`config.mk`:
```
export PLATFORM = sky130hd
export DESIGN_NAME = wcc_queue
export DESIGN_NICKNAME = d
export VERILOG_FILES = /design/src/wcc_queue.sv
export SDC_FILE = /design/constraint.sdc
export NUM_CORES = 2
export LEC_CHECK = 0
export BUFFER_PORTS_ARGS = -buffer_cell sky130_fd_sc_hd__buf_2
export CORE_AREA = 2 2 387 389
export DETAILED_ROUTE_END_ITERATION = 8
export DIE_AREA = 0 0 389 391
export GPL_TIMING_DRIVEN = 0
export HOLD_SLACK_MARGIN = 0.15
export PLACE_DENSITY = 0.78
export SYNTH_ARGS = -nofsm -noshare
export SYNTH_HDL_FRONTEND = slang
export SYNTH_SLANG_ARGS = --single-unit
```
`constraint.sdc`:
```
create_clock -name clk -period 7.93 [get_ports clk]
set_input_delay 1.1895 -clock clk [delete_from_list [all_inputs] [get_ports clk]]
set_output_delay 1.1895 -clock clk [all_outputs]
set_load 0.01 [all_outputs]
```
`src/wcc_queue.sv`:
```
// ----------------------------------------------------------------------------
// wcc_queue
// search queue memory, written at the tail and read at the head
// ----------------------------------------------------------------------------
module wcc_queue #(
  parameter int MAX_NODES = 256,
  parameter int NAW       = 8
) (
  input  logic           clk,
  input  logic           wr,
  input  logic           rd,
  input  logic [NAW-1:0] addr,
  input  logic [8:0]     wdata,
  output logic [8:0]     rdata
);

  logic [8:0] mem [MAX_NODES];

  always_ff @(posedge clk) begin
    if (wr) begin
      mem[addr] <= wdata;
    end
    if (rd) begin
      rdata <= mem[addr];
    end
  end

endmodule
```
==> flow_summary.ini <==
[floorplanning]
rows = 142
start_util_pct = 59.32
fp.coreArea_um2 = 148500
die_width_um = 389
io_pins = 29
die_h_um = 391
dieArea_um2 = 152100

[global_routing]
grt_max_degree = 157
grt_overflow_total = 0
gr-usage-all-layers_pct = 30.92
grt_pass1_wl_mm = 326.5
antenna_found_initial = 14
grt_pass1_vias = 44280

[cts]
hold_buffers = 0
postCtsSetupRepairBufs = 0
clk_path_buf_depth = 3
cts_tree = done
htree_levels = 4
insertion_delay_ns = 0.88
cts_resized = 0
cts.sinks = 2313
clk_pin_slew_worst_paths_ns = 0.06
cts_made_buffers = 216
root_buffer = clkbuf_16

[critical_path]
r2r_cells = 5
required_ns = 8.36
r2r-end = rdata[1]
cp-end-kind = flip-flop
crit_arrival_ns = 6.28
start_kind = input port
crit_start = addr[1]
r2r-start = mem[190][1]
critPathMaxFanout = 10
crit_type = in -> reg
r2r_setup_slack_ns = 4.25

[timing]
finalSetupTns_ns = 0
worst_slew_pin_slew_ns = 1.425
setup_viol = 0
period_share_pct = 73.89
fin_crit_ns = 5.859
slew_headroom_pct = 4.982
rsz0062_at_grt = false
hold_viol = 0
drv_slew = 0
max_freq_mhz = 170.7
skew_ns = 0.05876

[yosys]
synth_edf_count = 2313
yosys-top-cells-area = edfxtp_1 79%, mux4_2 15%, a22oi_1 2.5%, nor2_1 0.99%, a21oi_1 0.82%
synth_common_cells = 2313 x edfxtp_1, 576 x mux4_2, 288 x a22oi_1, 232 x nor2_1, 161 x clkbuf_1
synthArstFlopShare_pct = 0
synth.top_cell.area_share_pct = 78.83
yosys_warnings = 0
synth_seq_area_share_pct = 78.83
yosysMostFrequentCell = edfxtp_1
netlist_area_um2 = 88110
avgSynthCellArea_um2 = 22.33
synth_nets = 3965
synthDistinctLibCells = 21
yosysTopAreaCell = edfxtp_1
synth-main-ff-cell = edfxtp_1
syn-instance-count = 3945
yosys_register_bits = 2313

[drt]
postRouteAntennaNets = 0
avgRoutedWirePerCell_um = 36.81
firstDrtPassIters = 9
via_per_inst = 7.118
drt_iter0_drc = 8514
route.detailed.drc = 36
routed_wl_mm = 233.4
vias = 45150

[placed_design]
dp_hpwl_mm = 142.8
routabilityCongestion = 0.9786
place_area_um2 = 91120
port_buffers = 24

[pwr]
pwr_density_cell_nw_per_um2 = 256.0
leakagePower_uw = 0.02975
ir_worst_vdd_mv = 0.2484

[min_path]
hold_depth = 1
holdPathEnd = rdata[8]
min_from = rd
hold_class = in -> reg

[cells_and_area]
nNetsFinal = 4221
final_area_um2 = 98370
syn_to_final_growth_pct = 11.65
drive_gt1_share_pct = 23.56

[status]
outcome = finished with violations
violations = DRC

[flow_run]
max_cap_violations = 0
## logic make-up (layout without fill, tap and decap cells)
family / after synthesis / after routing / share of synthesized area [%]
muxes: 576 / 576 / 14.72
other: 0 / 9 / 0
AOI/OAI and AO/OA: 468 / 468 / 3.630
DFF: 2313 / 2313 / 78.83
buffers and inverters: 257 / 701 / 1.264
and+or+nand+nor: 331 / 331 / 1.551
## sequential cells by signal, summed over array words and instances (netlist names)
name	flops
mem	2304
rdata	9
## critical path, cell delays in order
cell	delay (ns)
clkbuf_1	0.46
clkbuf_1	1.09
buf_1	0.92
mux4_2	0.43
a22oi_1	0.27
a21oi_1	0.21
o41ai_1	1.04
nand4_1	0.64
## stage by stage
stage          setup WS, ns  utilization [%]  cells  total power [µW]  hold WS (ns)
3_5_place_dp          1.654            61.35   5924             14930         1.266
6_report              2.071            66.23   6342             25180        0.6584
5_1_grt               2.441            66.21   6334             25650        0.6497
4_1_cts               2.505            66.17   6330             25150        0.6234
3_3_place_gp          1.146            61.04   5913             14920         1.237
2_1_floorplan         4.469                -   3945             14340        0.8956
## worst max path at each step
stage | depth (start not counted) | slack (ns) | to
2_1_floorplan | 9 | 4.47 | mem[107][0]
3_3_place_gp | 8 | 1.15 | mem[180][3]
3_5_place_dp | 8 | 1.65 | rdata[1]
4_1_cts | 8 | 2.50 | rdata[1]
5_1_grt | 8 | 2.44 | rdata[1]
6_report | 8 | 2.07 | rdata[6]
## per-layer routing
layer  GRT usage, %  vias to the layer above  part of all wire [%]
met1          42.13                    23270                    34
met2          46.76                     3887                    46
li1               -                    17370                     -
met4          13.53                       12                   5.0
met5              0                        -                 0.049
met3          9.729                      606                    14
## report_power, final
| group | switching (µW) | internal [µW] |
|---|---|---|
| registers | 7.73 | 13500 |
| logic | 844 | 383 |
| clock network | 4560 | 5910 |
## layout make-up
cell class	instances	area, µm²
diodes	9	22.52
plain buffers	256	1132
clock buffers	261	5574
clock inverters	145	1587
fillers	8943	50160
inverters	1	3.754
multi-input cells	1375	17650
flip-flops and latches	2313	69460
well taps	1944	2432
repair buffers	38	508.0
## layout by cell type, fill, tap and decap left out, types with 13 or more instances in the layout
cell type and n:
edfxtp_1 2313, mux4_2 576, a22oi_1 288, nor2_1 232, clkbuf_16 216, clkbuf_1 188, a21oi_1 144, buf_2 68
clkinv_1 53, clkinv_2 43, o41ai_1 36, nand2_1 28, bufinv_16 27, buf_1 26, nor3_2 23, clkbuf_2 18
buf_4 15, nand3_1 13
Power figures use the tool's default switching activity.
