`config.mk`:
```
export PLATFORM = sky130hd
export DESIGN_NAME = wcc_node_store
export DESIGN_NICKNAME = d
export VERILOG_FILES = /design/src/wcc_pkg.sv /design/src/wcc_node_store.sv
export SDC_FILE = /design/constraint.sdc
export NUM_CORES = 2
export LEC_CHECK = 0
export ABC_AREA = 1
export ABC_CLOCK_PERIOD_IN_PS = 6300
export BUFFER_PORTS_ARGS = -buffer_cell sky130_fd_sc_hd__buf_2
export CAP_MARGIN = 20
export CORE_MARGIN = 3
export CORE_UTILIZATION = 48
export CTS_CLUSTER_SIZE = 14
export DETAILED_ROUTE_END_ITERATION = 12
export PLACE_DENSITY = 0.67
export SYNTH_ARGS = -nofsm -noshare
export SYNTH_HDL_FRONTEND = slang
export SYNTH_SLANG_ARGS = --single-unit
```
`constraint.sdc`:
```
create_clock -name clk -period 6.3 [get_ports clk]
set_input_delay 0.945 -clock clk [delete_from_list [all_inputs] [get_ports clk]]
set_output_delay 0.945 -clock clk [all_outputs]
set_load 0.1 [all_outputs]
```
`src/wcc_pkg.sv`:
```
// ----------------------------------------------------------------------------
// wcc_pkg
// shared codes and the node store word for the component labeller
// ----------------------------------------------------------------------------
package wcc_pkg;

  localparam logic [1:0] OP_ADD   = 2'd0;
  localparam logic [1:0] OP_CLEAR = 2'd1;
  localparam logic [1:0] OP_LABEL = 2'd2;
  localparam logic [1:0] OP_QUERY = 2'd3;

  localparam logic [1:0] ST_OK    = 2'd0;
  localparam logic [1:0] ST_FULL  = 2'd1;
  localparam logic [1:0] ST_RANGE = 2'd2;

  typedef struct packed {
    logic       seen;
    logic [7:0] label;
  } node_word_t;

  typedef struct packed {
    logic                  wr;
    logic                  rd;
    wcc_pkg::node_word_t   wdata;
  } node_cmd_t;

endpackage

```
`src/wcc_node_store.sv`:
```
// ----------------------------------------------------------------------------
// wcc_node_store
// per-node seen mark and component label, one port
// ----------------------------------------------------------------------------
module wcc_node_store #(
  parameter int MAX_NODES = 256,
  parameter int NAW       = 8
) (
  input  logic                clk,
  input  wcc_pkg::node_cmd_t  cmd,
  input  logic [NAW-1:0]      addr,
  output wcc_pkg::node_word_t rdata
);

  wcc_pkg::node_word_t mem [MAX_NODES];

  always_ff @(posedge clk) begin
    if (cmd.wr) begin
      mem[addr] <= cmd.wdata;
    end
    if (cmd.rd) begin
      rdata <= mem[addr];
    end
  end

endmodule

```
==> out/results.tsv <==
stage	metric	value	unit
cts	Clock Sink Count	2313	
pwr	pwr/cell area	303	nW/um2
cts	H-tree levels	4	
sta	fmax	258	MHz
routing	Via density	5.39	
critical_path	Worst setup SP type	input port	
grt	Most Crowded Layer GR	met2	
synthesis	sequential area share after synthesis	0.725	
routing	Vias	62900	
synthesis	Synth top area share	0.725	
routing	Wirelength per Cell	21.4	um
cts	CTS buffer count	225	
pwr	Clk network pwr share	0.408	
sta	final hold vios	0	
routing	DRT Pass-1 Iters	6	
routing	post-route ant nets	0	
synthesis	Mean Syn Cell Area	10.7	um2
synthesis	leading area contributor after synthesis	edfxtp_1	
job	max-cap violations	0	
pwr	switch share	0.229	
synthesis	Synth cell types	19	
cts	Resized cells post-CTS	0	
sta	fin crit share	0.614	
critical_path	Worst EP required	6.74	ns
cts	worst skew pair latency	0.87	ns
synthesis	Area contributors post-synth	edfxtp_1, nand2_1, nor2_1	
critical_path	Setup CP Type	input port to flop	
finish	Final #Nets	8858	
grt	grt met1 use	0.341	
floorplan	Die Wd	453	um
synthesis	most frequent cells after synthesis	nand2_1, edfxtp_1, nor2_1	
grt	first-pass GRT wire length	375000	um
synthesis	Async SR Flop Fraction	0	
routing	WL final	249000	um
pwr	Psw	0.00727	W
grt	GRT met3 Usage	0.0447	
critical_path	worst-path maximum fanout	81	
finish	Layout area overhead	9.41	%
sta	RSZ-0062 raised after global routing	no	
outcome	status	finished clean	
critical_path	Worst setup EP type	flop	
synthesis	Synth Cell Area	95800	um2
cts	Hold-fix buffers, CTS	0	
finish	share of layout cells above drive strength 1	0.0489	
floorplan	Initial Util	0.484	
pwr	sequential power share	0.535	
synthesis	cell with the most instances after synthesis	nand2_1	
finish	FILL cells	16900	
finish	Register Area	69500	um2
floorplan	num ports	29	
sta	pin slew with the least headroom to its limit	1.18	ns
pwr	Static Leak	41.2	nW
sta	clk_skew	0.0734	ns
critical_path	Arrival @ worst endpoint	4.31	ns
floorplan	area of the core	198000	um2
placed_design	dpl ws	1.61	ns
finish	footprint of the multi-input gates	23700	um2
synthesis	number of enable flip-flop cells after synthesis	2313	
grt	vias in the first global route	60000	
cts	post-CTS repair timing setup buffer count	0	
grt	met2 Track Usage GR	0.372	
cts	clock slew at reported path FFs	0.06	ns
routing	# DRC	0	
floorplan	total die area	205000	um2
placed_design	gpl congestion	0.913	
pwr	Internal	0.0245	W
sta	Setup Total Neg Slack	0	ns
floorplan	Die Y	453	um
grt	initial antenna violation count	9	
placed_design	dpl hpwl	135000	um
synthesis	Main synth FF type	edfxtp_1	
worst_hold_path	hold crit path type	input port to flop	
cts	CTS tree	built	
pwr	total power	0.0318	W
sta	max-slew violations	0	
synthesis	Syn Inst Count	8976	
sta	Slew headroom	0.213	
floorplan	Std-Cell Rows	163	
synthesis	Yosys reg bits	2313	
grt	largest net degree at the start of global routing	185	
cts	clock tree buffer depth	3	
cts	CTS root buf	clkbuf_16	
placed_design	count of input and output buffers	28	
pwr	Peak VDD IR	314	uV
routing	DRT iter0 DRCs	7308	
synthesis	syn_nets	8996	
sta	Final WS setup	2.43	ns
synthesis	Synth Warn #	0	
sta	Final setup viols	0	
sta	Min Hold Slack	0.485	ns
sta	crit path time final	3.87	ns
pwr	Combinational Power Share	0.057	
grt	total grt overflow	0	
grt	Tot GR Track Use	0.241	
[layout by cell type, fill, tap and decap left out]
cell type   instances
a21oi_1            36
buf_12             23
buf_2              17
buf_4              49
buf_8              11
bufinv_16          15
clkbuf_1           43
clkbuf_16         225
clkbuf_8            1
clkinv_1           58
clkinv_16           2
clkinv_2           55
clkinv_4            1
clkinv_8            5
clkinvlp_4          4
diode_2             6
edfxtp_1         2313
inv_1              25
inv_16              5
inv_2               3
inv_4               2
inv_6               7
nand2_1          5353
nand2_2            10
nand3_1           211
nor2_1            366
nor2_4              5
nor2_8              1
o21ai_0            28
o21ai_1           152
[metal layers]
layer  vias up  part of all wire
met5         -                 0
met4         0             0.038
met3       485             0.091
met2      2721              0.46
met1     30500              0.41
li1      29200                 -
[final timing paths]
path	startpoint	end	slack [ns]	depth (start not counted)
max	addr[1]	mem[134][6]	2.43	7
min	cmd[9]	rdata[0]	0.48	1
max reg2reg	mem[191][7]	rdata[7]	3.95	12
min reg2reg	mem[94][7]	rdata[7]	1.01	10
[worst max-delay path, cell delays in order]
cell,delay (ns)
buf_8,0.37
inv_16,0.18
nor2_8,0.76
inv_2,0.12
nor2_1,0.20
nand2_2,0.67
nor2_1,0.89
[state kept, by name, summed over array words and instances (netlist names)]
signal / cells
rdata: 9
mem: 2304
[power groups by stage]
| stage | combinational (W) | sequential [W] | clock, W |
|---|---|---|---|
| floorplan | 0.000995 | 0.0174 | 0 |
| global placement | 0.00178 | 0.0173 | 0 |
| detailed placement | 0.00180 | 0.0173 | 0 |
| CTS | 0.00181 | 0.0170 | 0.0131 |
| global route | 0.00199 | 0.0170 | 0.0137 |
| finish | 0.00182 | 0.0170 | 0.0130 |
[logic make-up (layout without fill, tap and decap cells)]
kind of cell / count (synthesis) / in the layout / synth area share
other cells: 0 / 6 / 0
flops: 2313 / 2313 / 0.725
buf+inv: 501 / 551 / 0.0277
compound gates: 216 / 216 / 0.0113
simple gates: 5946 / 5946 / 0.236
[metrics by stage]
stage	util	instances	cell area, um2
6_report	0.530	11700	105000
5_1_grt	0.530	11700	105000
4_1_cts	0.530	11700	105000
3_5_place_dp	0.494	11200	97700
3_3_place_gp	0.494	11200	97700
2_1_floorplan	-	8976	95800
[area by class of cell]
type | count | share of cell area
antenna | 6 | 0.000143
inverter | 35 | 0.00166
multi-input combinational | 6162 | 0.227
tap | 2640 | 0.0315
clock inverter | 147 | 0.0117
sequential | 2313 | 0.663
timing repair buffer | 101 | 0.0104
clock buffer | 268 | 0.0553
(Power assumes the default switching activity.)
